--- src/sv/adaptive_onset_gate_unit_macros.svh ---
// assertion macros for the adaptive onset gate unit
// used by the top level only, no other dependencies
`ifndef ADAPTIVE_ONSET_GATE_UNIT_MACROS_SVH
`define ADAPTIVE_ONSET_GATE_UNIT_MACROS_SVH

// same-cycle implication, checked outside reset
`define AOG_ASSERT_NOW(label, clk, rst, ante, cons, msg) \
   label: assert property (@(posedge clk) disable iff (rst) (ante) |-> (cons)) else $error(msg);

// next-cycle implication, checked outside reset
`define AOG_ASSERT_NEXT(label, clk, rst, ante, cons, msg) \
   label: assert property (@(posedge clk) disable iff (rst) (ante) |=> (cons)) else $error(msg);

`endif

--- src/sv/aog_pkg.sv ---
// shared constants, register indexes and control structs for the onset gate
// no dependencies
`default_nettype none

package aog_pkg;

   localparam int WINDOW_DEPTH = 48;
   localparam int IDX_W        = $clog2(WINDOW_DEPTH);
   localparam int CNT_W        = $clog2(WINDOW_DEPTH + 1);

   localparam int STR_W        = 31;
   localparam int RAW_STR_W    = 32;
   localparam int TIME_W       = 48;
   localparam int LEVEL_W      = 16;
   localparam int DUP_W        = 20;
   localparam int THR_W        = 32;

   localparam int REQ_TDATA_W  = 144;
   localparam int REQ_TUSER_W  = 3;
   localparam int RSP_TDATA_W  = 80;

   localparam int CSR_IDX_W    = 3;
   localparam int CSR_DATA_W   = 48;

   localparam logic [CSR_IDX_W-1:0] CSR_GATE_LEVEL  = 3'd0;
   localparam logic [CSR_IDX_W-1:0] CSR_GATE_EXEMPT = 3'd1;
   localparam logic [CSR_IDX_W-1:0] CSR_MIN_STR     = 3'd2;
   localparam logic [CSR_IDX_W-1:0] CSR_CAL_FLOOR   = 3'd3;
   localparam logic [CSR_IDX_W-1:0] CSR_DUP_WINDOW  = 3'd4;
   localparam logic [CSR_IDX_W-1:0] CSR_TIME_OFFSET = 3'd5;

   typedef struct packed {
      logic             push;
      logic [STR_W-1:0] push_data;
      logic             start;
   } win_ctl_type;

   typedef struct packed {
      logic             busy;
      logic             done;
      logic [STR_W-1:0] median;
   } win_stat_type;

endpackage

`default_nettype wire

--- src/sv/aog_window.sv ---
// strength window memory with a rank-counting upper-median sequencer
// depends on aog_pkg
`default_nettype none

module aog_window (
   input  wire logic                 clock,
   input  wire logic                 reset,
   input  wire aog_pkg::win_ctl_type ctl,
   output aog_pkg::win_stat_type     stat
);

   typedef enum logic [2:0] {
      W_IDLE,
      W_CAND,
      W_LOAD,
      W_SCAN,
      W_DECIDE
   } wstate_type;

   wstate_type                     state_ff;
   logic [aog_pkg::IDX_W-1:0]      head_ff;
   logic [aog_pkg::CNT_W-1:0]      count_ff;
   logic [aog_pkg::IDX_W-1:0]      cand_idx_ff;
   logic [aog_pkg::IDX_W-1:0]      scan_idx_ff;
   logic [aog_pkg::STR_W-1:0]      cand_ff;
   logic [aog_pkg::CNT_W-1:0]      less_ff;
   logic [aog_pkg::CNT_W-1:0]      leq_ff;
   logic                           done_ff;
   logic [aog_pkg::STR_W-1:0]      median_ff;
   logic [aog_pkg::STR_W-1:0]      rdata_ff;

   logic [aog_pkg::STR_W-1:0]      mem [aog_pkg::WINDOW_DEPTH];

   logic [aog_pkg::IDX_W-1:0]      rd_addr;
   logic [aog_pkg::IDX_W-1:0]      last_idx;
   logic [aog_pkg::IDX_W-1:0]      head_in;
   logic [aog_pkg::CNT_W-1:0]      rank_k;
   logic [aog_pkg::CNT_W-1:0]      less_in;
   logic [aog_pkg::CNT_W-1:0]      leq_in;
   logic                           hit;
   logic                           done_in;

   // filled entries always sit at indexes 0 .. count-1
   assign last_idx = aog_pkg::IDX_W'(count_ff - aog_pkg::CNT_W'(1));
   assign rank_k   = count_ff >> 1;
   assign head_in  = (head_ff == aog_pkg::IDX_W'(aog_pkg::WINDOW_DEPTH - 1)) ?
                     '0 : head_ff + aog_pkg::IDX_W'(1);
   assign less_in  = less_ff + aog_pkg::CNT_W'(rdata_ff < cand_ff);
   assign leq_in   = leq_ff + aog_pkg::CNT_W'(rdata_ff <= cand_ff);
   assign hit      = (less_ff <= rank_k) && (rank_k < leq_ff);

   // one-cycle done pulse: empty window at start, or the last decision
   assign done_in  = ((state_ff == W_IDLE) && ctl.start && (count_ff == '0)) ||
                     ((state_ff == W_DECIDE) && (hit || cand_idx_ff == last_idx));

   always_comb begin
      case (state_ff)
         W_CAND:  rd_addr = cand_idx_ff;
         W_SCAN:  rd_addr = (scan_idx_ff == last_idx) ? scan_idx_ff :
                            scan_idx_ff + aog_pkg::IDX_W'(1);
         default: rd_addr = '0;
      endcase
   end

   // single write port, single registered read port
   always_ff @(posedge clock) begin
      if (ctl.push) begin
         mem[head_ff] <= ctl.push_data;
      end
      rdata_ff <= mem[rd_addr];
   end

   always_ff @(posedge clock) begin
      if (reset) begin
         state_ff  <= W_IDLE;
         head_ff   <= '0;
         count_ff  <= '0;
         done_ff   <= 1'b0;
      end else begin
         done_ff <= done_in;
         if (ctl.push) begin
            head_ff <= head_in;
            if (count_ff != aog_pkg::CNT_W'(aog_pkg::WINDOW_DEPTH)) begin
               count_ff <= count_ff + aog_pkg::CNT_W'(1);
            end
         end
         case (state_ff)
            W_IDLE: begin
               if (ctl.start) begin
                  if (count_ff == '0) begin
                     median_ff <= '0;
                  end else begin
                     cand_idx_ff <= '0;
                     state_ff    <= W_CAND;
                  end
               end
            end
            W_CAND: begin
               state_ff <= W_LOAD;
            end
            W_LOAD: begin
               cand_ff     <= rdata_ff;
               less_ff     <= '0;
               leq_ff      <= '0;
               scan_idx_ff <= '0;
               state_ff    <= W_SCAN;
            end
            W_SCAN: begin
               less_ff <= less_in;
               leq_ff  <= leq_in;
               if (scan_idx_ff == last_idx) begin
                  state_ff <= W_DECIDE;
               end else begin
                  scan_idx_ff <= scan_idx_ff + aog_pkg::IDX_W'(1);
               end
            end
            W_DECIDE: begin
               if (hit || cand_idx_ff == last_idx) begin
                  median_ff <= hit ? cand_ff : '0;
                  state_ff  <= W_IDLE;
               end else begin
                  cand_idx_ff <= cand_idx_ff + aog_pkg::IDX_W'(1);
                  state_ff    <= W_CAND;
               end
            end
            default: state_ff <= W_IDLE;
         endcase
      end
   end

   assign stat.busy   = (state_ff != W_IDLE);
   assign stat.done   = done_ff;
   assign stat.median = median_ff;

endmodule

`default_nettype wire

--- src/sv/adaptive_onset_gate_unit.sv ---
// adaptive onset gate: level gate, adaptive median threshold, duplicate suppression
// depends on aog_pkg, aog_window and adaptive_onset_gate_unit_macros.svh
//
//   channel | dir | handshake           | payload
//   req_    | in  | req_tvalid/tready   | tdata: strength, reported_time, hop_time,
//           |     |                     |        audio_level; tuser: three flags
//   rsp_    | out | rsp_tvalid/tready   | tdata: onset_time, onset_strength
//   csr_    | in  | csr_valid/ready     | csr_index, csr_data
//
// an item without an onset, or one rejected early, goes back to idle from the check state
// an onset that passes the early checks waits for the median of the window (fill up to
// 48 entries): the rank scan reads one window entry per cycle from the single read port
// of the window memory
// reset is synchronous; window contents are not cleared, the fill count hides them
// a waiting result does not block the next transfer on req_; a new result waits
// in the emit state until the output register is free
`default_nettype none
`include "adaptive_onset_gate_unit_macros.svh"

module adaptive_onset_gate_unit (
   input  wire logic                                 clock,
   input  wire logic                                 reset,
   // strength[31:0], reported_time[79:32], hop_time[127:80], audio_level[143:128]
   input  wire logic [aog_pkg::REQ_TDATA_W-1:0]      req_tdata,
   // strength_valid[0], onset_flag[1], reported_valid[2]
   input  wire logic [aog_pkg::REQ_TUSER_W-1:0]      req_tuser,
   input  wire logic                                 req_tvalid,
   output      logic                                 req_tready,
   // onset_time[47:0], onset_strength[78:48], zero pad[79]
   output      logic [aog_pkg::RSP_TDATA_W-1:0]      rsp_tdata,
   output      logic                                 rsp_tvalid,
   input  wire logic                                 rsp_tready,
   input  wire logic                                 csr_valid,
   output      logic                                 csr_ready,
   input  wire logic [aog_pkg::CSR_IDX_W-1:0]        csr_index,
   input  wire logic [aog_pkg::CSR_DATA_W-1:0]       csr_data
);

   typedef enum logic [2:0] {
      S_IDLE,
      S_CHECK,
      S_MEDIAN,
      S_THRESH,
      S_EMIT
   } state_type;

   // configuration registers
   logic [aog_pkg::LEVEL_W-1:0]  gate_level_ff;
   logic                         gate_exempt_ff;
   logic [aog_pkg::THR_W-1:0]    min_strength_ff;
   logic [aog_pkg::THR_W-1:0]    cal_floor_ff;
   logic [aog_pkg::DUP_W-1:0]    dup_window_ff;
   logic [aog_pkg::TIME_W-1:0]   time_offset_ff;

   // item being worked on
   state_type                    state_ff;
   logic [aog_pkg::STR_W-1:0]    str_ff;
   logic                         str_ok_ff;
   logic                         onset_ff;
   logic                         rvalid_ff;
   logic [aog_pkg::TIME_W-1:0]   rtime_ff;
   logic [aog_pkg::TIME_W-1:0]   htime_ff;
   logic [aog_pkg::LEVEL_W-1:0]  level_ff;
   logic [aog_pkg::TIME_W-1:0]   time_ff;
   logic [aog_pkg::STR_W-1:0]    median_ff;

   // onset history and output register
   logic [aog_pkg::TIME_W-1:0]   last_time_ff;
   logic                         last_valid_ff;
   logic                         rsp_tvalid_ff;
   logic [aog_pkg::TIME_W-1:0]   rsp_time_ff;
   logic [aog_pkg::STR_W-1:0]    rsp_str_ff;

   aog_pkg::win_ctl_type         win_ctl;
   aog_pkg::win_stat_type        win_stat;

   logic                         req_xfer;
   logic                         raw_negative;
   logic [aog_pkg::TIME_W:0]     time_sum;
   logic [aog_pkg::TIME_W-1:0]   time_in;
   logic                         pass_early;
   logic                         too_weak;
   logic                         dup_hit;
   logic                         out_free;

   assign req_tready   = (state_ff == S_IDLE);
   assign req_xfer     = req_tvalid && req_tready;
   assign raw_negative = req_tdata[aog_pkg::RAW_STR_W-1];
   assign csr_ready    = 1'b1;

   // valid, non-negative strength enters the window at the input transfer
   assign win_ctl.push      = req_xfer && req_tuser[0] && !raw_negative;
   assign win_ctl.push_data = req_tdata[aog_pkg::STR_W-1:0];
   assign win_ctl.start     = (state_ff == S_CHECK) && pass_early;

   aog_window u_window (
      .clock (clock),
      .reset (reset),
      .ctl   (win_ctl),
      .stat  (win_stat)
   );

   // onset time: reported time plus offset, saturating, else hop time
   assign time_sum = {1'b0, rtime_ff} + {1'b0, time_offset_ff};
   assign time_in  = !rvalid_ff ? htime_ff :
                     time_sum[aog_pkg::TIME_W] ? '1 : time_sum[aog_pkg::TIME_W-1:0];

   // onset flag, level gate, strength validity and the two fixed floors
   assign pass_early = onset_ff && str_ok_ff &&
                       (gate_exempt_ff || level_ff >= gate_level_ff) &&
                       ({1'b0, str_ff} >= min_strength_ff) &&
                       ({1'b0, str_ff} >= cal_floor_ff);

   // 2 x strength against 5 x median, exact
   assign too_weak = {2'b00, str_ff, 1'b0} <
                     ({1'b0, median_ff, 2'b00} + {3'b000, median_ff});

   // earlier than last accepted onset counts as a duplicate too
   assign dup_hit = last_valid_ff &&
                    ({1'b0, time_ff} <
                     ({1'b0, last_time_ff} +
                      {{(aog_pkg::TIME_W + 1 - aog_pkg::DUP_W){1'b0}}, dup_window_ff}));

   assign out_free = !rsp_tvalid_ff || rsp_tready;

   // configuration writes, out-of-range indexes ignored
   always_ff @(posedge clock) begin
      if (reset) begin
         gate_level_ff   <= '0;
         gate_exempt_ff  <= 1'b0;
         min_strength_ff <= '0;
         cal_floor_ff    <= '0;
         dup_window_ff   <= '0;
         time_offset_ff  <= '0;
      end else if (csr_valid && csr_ready) begin
         case (csr_index)
            aog_pkg::CSR_GATE_LEVEL:  gate_level_ff   <= csr_data[aog_pkg::LEVEL_W-1:0];
            aog_pkg::CSR_GATE_EXEMPT: gate_exempt_ff  <= csr_data[0];
            aog_pkg::CSR_MIN_STR:     min_strength_ff <= csr_data[aog_pkg::THR_W-1:0];
            aog_pkg::CSR_CAL_FLOOR:   cal_floor_ff    <= csr_data[aog_pkg::THR_W-1:0];
            aog_pkg::CSR_DUP_WINDOW:  dup_window_ff   <= csr_data[aog_pkg::DUP_W-1:0];
            aog_pkg::CSR_TIME_OFFSET: time_offset_ff  <= csr_data[aog_pkg::TIME_W-1:0];
            default: ;
         endcase
      end
   end

   // main sequencer and output register
   always_ff @(posedge clock) begin
      if (reset) begin
         state_ff      <= S_IDLE;
         last_time_ff  <= '0;
         last_valid_ff <= 1'b0;
         rsp_tvalid_ff <= 1'b0;
      end else begin
         // the emit state reloads the output register itself
         if (rsp_tvalid_ff && rsp_tready && state_ff != S_EMIT) begin
            rsp_tvalid_ff <= 1'b0;
         end
         case (state_ff)
            S_IDLE: begin
               if (req_xfer) begin
                  str_ff    <= req_tdata[aog_pkg::STR_W-1:0];
                  str_ok_ff <= req_tuser[0] && !raw_negative;
                  onset_ff  <= req_tuser[1];
                  rvalid_ff <= req_tuser[2];
                  rtime_ff  <= req_tdata[79:32];
                  htime_ff  <= req_tdata[127:80];
                  level_ff  <= req_tdata[143:128];
                  state_ff  <= S_CHECK;
               end
            end
            S_CHECK: begin
               time_ff  <= time_in;
               state_ff <= pass_early ? S_MEDIAN : S_IDLE;
            end
            S_MEDIAN: begin
               if (win_stat.done) begin
                  median_ff <= win_stat.median;
                  state_ff  <= S_THRESH;
               end
            end
            S_THRESH: begin
               if (too_weak || dup_hit) begin
                  state_ff <= S_IDLE;
               end else begin
                  last_time_ff  <= time_ff;
                  last_valid_ff <= 1'b1;
                  state_ff      <= S_EMIT;
               end
            end
            S_EMIT: begin
               if (out_free) begin
                  rsp_time_ff   <= time_ff;
                  rsp_str_ff    <= str_ff;
                  rsp_tvalid_ff <= 1'b1;
                  state_ff      <= S_IDLE;
               end
            end
            default: state_ff <= S_IDLE;
         endcase
      end
   end

   assign rsp_tvalid = rsp_tvalid_ff;
   assign rsp_tdata  = {{(aog_pkg::RSP_TDATA_W - aog_pkg::TIME_W - aog_pkg::STR_W){1'b0}},
                        rsp_str_ff, rsp_time_ff};

   // window sequencer is never mid-scan when a new item comes in
   `AOG_ASSERT_NOW(a_accept_win_idle, clock, reset, req_xfer, !win_stat.busy, "transfer while window busy")
   // a median result only arrives while the sequencer waits for it
   `AOG_ASSERT_NOW(a_done_in_median, clock, reset, win_stat.done, state_ff == S_MEDIAN, "median done out of turn")
   // once an onset is accepted the history stays valid
   `AOG_ASSERT_NEXT(a_last_valid_holds, clock, reset, last_valid_ff, last_valid_ff, "onset history lost")
   // a fresh result (rising valid) is checked against both fixed floors as they stand then
   `AOG_ASSERT_NOW(a_result_floor, clock, reset, $rose(rsp_tvalid_ff), ({1'b0, rsp_str_ff} >= min_strength_ff) && ({1'b0, rsp_str_ff} >= cal_floor_ff), "result below floor")

endmodule

`default_nettype wire
--- config.mk ---
export PLATFORM = sky130hd
export DESIGN_NAME = adaptive_onset_gate_unit
export DESIGN_NICKNAME = d
export VERILOG_FILES = /design/src/sv/aog_pkg.sv /design/src/sv/aog_window.sv /design/src/sv/adaptive_onset_gate_unit.sv
export VERILOG_INCLUDE_DIRS = /design/src /design/src/sv
export SDC_FILE = /design/constraint.sdc
export NUM_CORES = 2
export LEC_CHECK = 0
export BUFFER_PORTS_ARGS = -buffer_cell sky130_fd_sc_hd__buf_2
export CAP_MARGIN = 10
export CELL_PAD_IN_SITES_DETAIL_PLACEMENT = 1
export CELL_PAD_IN_SITES_GLOBAL_PLACEMENT = 1
export CORE_UTILIZATION = 37
export DETAILED_ROUTE_END_ITERATION = 7
export GPL_ROUTABILITY_DRIVEN = 1
export PLACE_DENSITY = 0.69
export SLEW_MARGIN = 20
export SYNTH_ARGS = -nofsm -noshare
export SYNTH_HDL_FRONTEND = slang
export SYNTH_SLANG_ARGS = --single-unit
--- constraint.sdc ---
create_clock -name clock -period 23.1 [get_ports clock]
set_input_delay 0 -clock clock [delete_from_list [all_inputs] [get_ports clock]]
set_output_delay 0 -clock clock [all_outputs]
set_load 0.05 [all_outputs]
## Word level (Yosys, flattened, before mapping)

Memory sizes are Yosys's and may differ from the RTL's. A register that Yosys moved wholly into a read port is not among the register bits.
Index checks and enable logic that the tools add are counted.
W data, S select, Z words.

- Latch bits: 0
- Output and inout port bits: 83
- Memories kept: 1
- Memory bits (writable): 1488
- Bits in read-only memories: 0
- Word-level logic and storage cells: 160
- Input bits: 203
- Register bits: 608

Memory list:

| name | depth | width | read ports | clocked after memory_dff | wr ports | line | source |
|---|---|---|---|---|---|---|---|
| u_window.mem | 48 | 31 | 1 | 1 | 1 | aog_window.sv:32 | `logic [aog_pkg::STR_W-1:0] mem [aog_pkg::WINDOW_DEPTH];` |

- Add/sub/neg operators: 10
- Reduce and logical (&&, ||, !) cells: 47
- Eq/ne operators: 27
- Shift-type cells: 0
- Div/mod/pow operators: 0
- Bitwise logic cells: 2
- $mul: 0
- Multiplexer cells: 33
- $lt $le $gt $ge: 9

Operator list:

| operator | count |
|---|---|
| $mux W31 | 4 |
| $mux W48 | 2 |
| $ge A31 B32 Y1 | 2 |
| $pmux W31 S2 | 1 |
| $pmux W6 S2 | 5 |
| $add A48 B20 Y49 | 1 |
| $add A48 B48 Y49 | 1 |
| $lt A48 B49 Y1 | 1 |
| $add A33 B31 Y34 | 1 |
| $lt A32 B34 Y1 | 1 |
| $le A31 B31 Y1 | 1 |
| $lt A31 B31 Y1 | 1 |
| $mux W6 | 5 |
| $pmux W3 S5 | 2 |
| $add A6 B1 Y6 const B | 4 |
| $reduce_and A2 Y1 | 11 |
| $mux W3 | 7 |
| $eq A3 B2 Y1 const B | 6 |
| $ge A16 B16 Y1 | 1 |
| $logic_and A1 B1 Y1 | 16 |
| $reduce_and A3 Y1 | 5 |
| $add A6 B1 Y6 | 2 |
| $eq A3 B3 Y1 const B | 4 |
| $eq A6 B6 Y1 | 2 |
| 18 further kinds | 42 |

## Longest topological paths before layout

- Word-level depth: 9
- Mapped depth: 28
- Depth with buffers taken out: 25

## Hierarchy

A second synthesis with hierarchy kept.

- Cells, all modules: 7270
- Area total of the unflattened synthesis: 90956.0 µm²

Modules (own cells, without submodules):

| module | cells an instance | times used | area an instance (µm²) | sequential area each (µm²) |
|---|---|---|---|---|
| aog_window | 4746 | 1 | 64991.1 | 48206.2 |
| adaptive_onset_gate_unit | 2524 | 1 | 25964.9 | 13172.6 |

## Worst setup path before layout

No wires, ideal clock.

- Path type: reg-to-reg
- From: reg state_ff[2]
- To: reg htime_ff[0] (netlist name), enable pin
- Stages on the path, launching flop included: 3
- Path slack: 11.701 ns
- Path buffers: 0
- Data required time: 22.269 ns
- Arrival time: 10.568 ns
- Cell sequence: dfxtp_1 or2_2 nor3_1

- Word-level cells in the longest chain between the ends: 3

RTL lines:

| element | line | source |
|---|---|---|
| start: declaration | adaptive_onset_gate_unit.sv:56 | `state_type state_ff;` |
| start signal: assignment | adaptive_onset_gate_unit.sv:175 | `state_ff <= pass_early ? S_MEDIAN : S_IDLE;` |
| $logic_not A3 Y1 * | adaptive_onset_gate_unit.sv:86, adaptive_onset_gate_unit.sv:160 |  |
| $logic_and A1 B1 Y1 | adaptive_onset_gate_unit.sv:87 | `assign req_xfer = req_tvalid && req_tready;` |
| $reduce_and A3 Y1 (no line) * | -- |  |
| end signal: assignment | adaptive_onset_gate_unit.sv:168 | `htime_ff <= req_tdata[127:80];` |
| end: declaration | adaptive_onset_gate_unit.sv:62 | `logic [aog_pkg::TIME_W-1:0] htime_ff;` |

Every way passes the cells marked *; elsewhere a longest branch is shown, timed or not.
A chain may end at the register's enable or synchronous reset.

## Worst setup path in the final report

- From: reg last_time_ff[0] (netlist name)
- To: reg last_time_ff[2] (netlist name)

- Word-level cells in the longest chain between the ends: 6

RTL lines:

| element | line | source |
|---|---|---|
| start: declaration | adaptive_onset_gate_unit.sv:68 | `logic [aog_pkg::TIME_W-1:0] last_time_ff;` |
| start signal: assignment | adaptive_onset_gate_unit.sv:187 | `last_time_ff <= time_ff;` |
| $add A48 B20 Y49 | adaptive_onset_gate_unit.sv:121 | `({1'b0, last_time_ff} +` |
| $lt A48 B49 Y1 | adaptive_onset_gate_unit.sv:120 | `({1'b0, time_ff} <` |
| $logic_and A1 B1 Y1 | adaptive_onset_gate_unit.sv:119 | `assign dup_hit = last_valid_ff &&` |
| $logic_or A1 B1 Y1 | adaptive_onset_gate_unit.sv:184 | `if (too_weak \|\| dup_hit) begin` |
| $not A1 Y1 (no line) | -- |  |
| $reduce_and A2 Y1 (no line) | -- |  |

No other way between the ends.

==> implementation parameters <==
Parameter                              Value

Placed design
  Detailed placement HPWL ... 173 mm
  Post-DP Area ... 95600 um^2
  Count of buffers inserted at the top-level ports ... 283
  Routability congestion estimate from global placement ... 0.882

STA
  Total negative setup slack ... 0 ns
  Achievable Freq ... 0.147 GHz
  Setup-violating endpoint count in the final report ... 0
  Final Hold Violating Endpoints ... 0
  Worst slew margin relative to its limit ... 18.2%
  Post-route fraction of the period consumed by the critical path ... 29.5%
  RSZ-0062 raised after global routing ... no
  Slew at the pin with the worst max-slew slack ... 1.23 ns
  Min Clock Period, post-route ... 6.82 ns
  Final max-slew violation count ... 0
  Setup clock skew after layout ... 0.101 ns

Setup path
  Largest fanout on the critical path ... 28
  Delay of the slowest cell on the worst path ... 0.66 ns
  Register-to-register setup slack ... 16.28 ns
  Largest delay contributor family on the critical path ... compound AO/OA/AOI/OAI gates
  Critical path class ... reg -> reg
  Path length in cells of the critical path ... 27
  Capturing element type of the critical path ... flip-flop
  Sum of buffers and inverters on the critical path ... 3
  Critical Path RT ... 23.85 ns
  Critical path arrival ... 7.57 ns
  Critical Path Slowest Stage Cell ... and2_2
  Count of cells along the worst register-to-register path ... 27
  Setup crit start kind ... flip-flop

Synth
  Dominant cell type by area after synthesis ... edfxtp_1
  Average instance area after synthesis ... 13.5 um^2
  Adder-cell share of the synthesized area ... 4.26%
  Share of the synthesized area in the top cell type ... 62.5%
  Top cells by area, synth ... edfxtp_1, dfxtp_1, mux2i_1, ha_1, nand2_1
  Cells after Synth ... 6672
  Post-synth EDFFs ... 1878
  Async SR Flop Fraction ... 0%
  Post-synthesis instance area ... 90200 um^2
  Mux share of post-synthesis cell area ... 4.70%
  Yosys Warn Count ... 0
  Sequential fraction of the synthesis area ... 68.1%
  Largest family of logic cells by synthesized area ... compound AO/OA/AOI/OAI gates
  Synthesized-area fraction occupied by and/or/nand/nor cells ... 8.57%
  Compound-gate portion of the synthesized area ... 10.5%
  Number of different library cells in the post-synthesis netlist ... 88
  Xor and xnor fraction of the mapped netlist area ... 1.48%
  Most used DFF post-synth ... edfxtp_1
  Nets in the synthesized netlist ... 7180
  Number of storage elements in the synthesis netlist ... 2127

Finish
  Final layout net count ... 7844
  P&R area growth vs syn ... 18.4%
  Number of filler instances in the final layout ... 24600
  Area of all placed cells without fillers ... 107000 um^2
  Share of layout cells above drive strength 1 ... 11.3%

Drt
  Wirelength, routed ... 293 mm
  Number of DRC markers in iteration 0 ... 5478
  Number of vias after detailed routing ... 60500
  Iteration count of the initial detailed-routing pass ... 5
  Routed via count divided by cell count ... 5.64
  Antenna-violating nets left ... 0
  Number of design rule violations left after detail routing ... 0
  Routed length per placed instance ... 27.3 um

Clock tree
  Clock sinks ... 2127
  Clock buffer depth ... 3
  Clock tree from TritonCTS ... done
  Post-CTS Resized ... 0
  Clk pin slew, worst setup/hold paths ... 0.06 ns
  Clock latency on the worst-skew pair ... 0.90 ns
  # Post-CTS Setup Buffers ... 0
  Number of buffers created by CTS ... 223
  H-tree lvl count ... 4
  Clk Tree Root Cell ... clkbuf_16

Floorplan
  Core Footprint ... 241000 um^2
  Ports placed on the boundary ... 286
  Die height ... 496 um
  Overall die width ... 496 um
  Die Footprint ... 246000 um^2
  Number of standard-cell rows in the floorplan ... 180
  Starting utilization of the core area ... 37.4%

GRT
  Global-route wire length before repair ... 423 mm
  Overall overflow remaining after global route ... 0
  All-Layer GR Usage ... 23.3%
  Vias in the first global route ... 63200
  Antenna violations before repair ... 20
  Pin count of the biggest net entering global routing ... 147

Power
  Total power draw ... 0.00839 W
  Worst vdd rail ir drop ... 0.0000894 V
  P_leak ... 37.7 nW
  Power density of the placed cells ... 78.6 nW/um^2

Hold path
  Min-delay worst type ... in -> reg
  Number of cells on the worst hold path ... 4

Outcome
  Run status ... complete, no violations

Job
  Max cap viols ... 0
registers in the layout, indices dropped and copies added (netlist names), 31 cells and up:
name                cells
u_window.mem         1488
htime_ff               48
last_time_ff           48
rsp_time_ff            48
rtime_ff               48
time_ff                48
time_offset_ff         48
cal_floor_ff           32
min_strength_ff        32
median_ff              31
rsp_str_ff             31
str_ff                 31
u_window.cand_ff       31
u_window.median_ff     31
u_window.rdata_ff      31
tightest hold or removal path: cells and delay by family:
family | cells | cell delay [ns]
buf+inv | 2 | 0.73
compound gates | 1 | 0.05
simple gates | 1 | 0.09
layer usage:
layer | routed length, um | GRT usage [%]
met5 | 147 | 0
met1 | 122000 | 30.8
met3 | 22400 | 3.94
met4 | 10900 | 8.87
met2 | 138000 | 38.4
metrics by stage:
| stage | util, % | std cells | worst slack (ns) | hold slack, ns |
|---|---|---|---|---|
| global route | 44.2 | 10700 | 15.74 | 0.0612 |
| detailed placement | 39.6 | 9914 | 16.33 | 0.178 |
| CTS | 44.2 | 10700 | 16.25 | 0.000598 |
| global placement | 39.6 | 9907 | 16.59 | 0.179 |
| floorplan | - | 6672 | 11.70 | 0.0989 |
| finish | 44.2 | 10700 | 16.28 | 0.0551 |
cell usage after synthesis, types with 62 or more instances:
library cell / count
a21oi_1: 604
dfxtp_1: 249
clkbuf_1: 209
nand2b_1: 130
o21ai_0: 89
a21o_1: 129
inv_1: 156
nand2_1: 939
ha_1: 302
mux2i_1: 419
a221oi_1: 142
xor2_1: 67
nand3_1: 153
buf_2: 97
nor2_1: 214
xnor2_1: 78
edfxtp_1: 1878
a22oi_1: 123
and3_1: 62
a211oi_1: 100
layout make-up:
cell class | instances | area (um^2) | area share [%]
antenna | 10 | 25.0 | 0.0234
clock buffer | 304 | 6050 | 5.66
tap | 3185 | 3990 | 3.73
multi-input combinational | 4031 | 27200 | 25.4
sequential | 2127 | 61400 | 57.5
clock inverter | 117 | 1170 | 1.10
inverter | 156 | 586 | 0.549
timing repair buffer | 797 | 6390 | 5.99
repair_timing:
action                                  4_1_cts  5_1_grt
endpoints found under the setup margin        0        0
hold endpoints to repair                   1812        0
hold buffers                                380        0
cells in the final DEF (no fill, tap or decap), drive strengths merged, types with 160 or more instances in the layout:
cell type | Yosys | final
nor2 | 217 | 217
dlygate4sd3 | 0 | 379
buf | 149 | 417
ha | 302 | 302
a21oi | 605 | 605
edfxtp | 1878 | 1878
clkbuf | 209 | 305
nand2 | 939 | 939
dfxtp | 249 | 249
inv | 156 | 160
mux2i | 420 | 420
cell families (layout without fill, tap and decap cells):
group | after synthesis | after routing
compound gates | 1434 | 1434
fa+ha+maj | 305 | 305
other cells | 2 | 12
simple gates | 1719 | 1719
flops | 2127 | 2127
buf+inv | 514 | 1374
mux | 423 | 423
xor+xnor | 148 | 148
report_power, final:
part           switching [W]  total (W)  internal, W
combinational       0.000352   0.000539     0.000186
sequential         0.0000523    0.00428      0.00423
clock                0.00156    0.00357      0.00201
total                0.00197    0.00839      0.00642
path summary, 6_finish.rpt:
| check | start | end |
|---|---|---|
| max | last_time_ff[0]$_SDFFE_PP0P_ | last_time_ff[2]$_SDFFE_PP0P_ |
| min | csr_data[14] | time_offset_ff[14]$_SDFFE_PP0P_ |
| max reg2reg | last_time_ff[0]$_SDFFE_PP0P_ | last_time_ff[2]$_SDFFE_PP0P_ |
| min reg2reg | u_window.median_ff[15]$_SDFFCE_PN0P_ | median_ff[15]$_DFFE_PP_ |
Note: power is estimated with default switching activity, not from simulation.
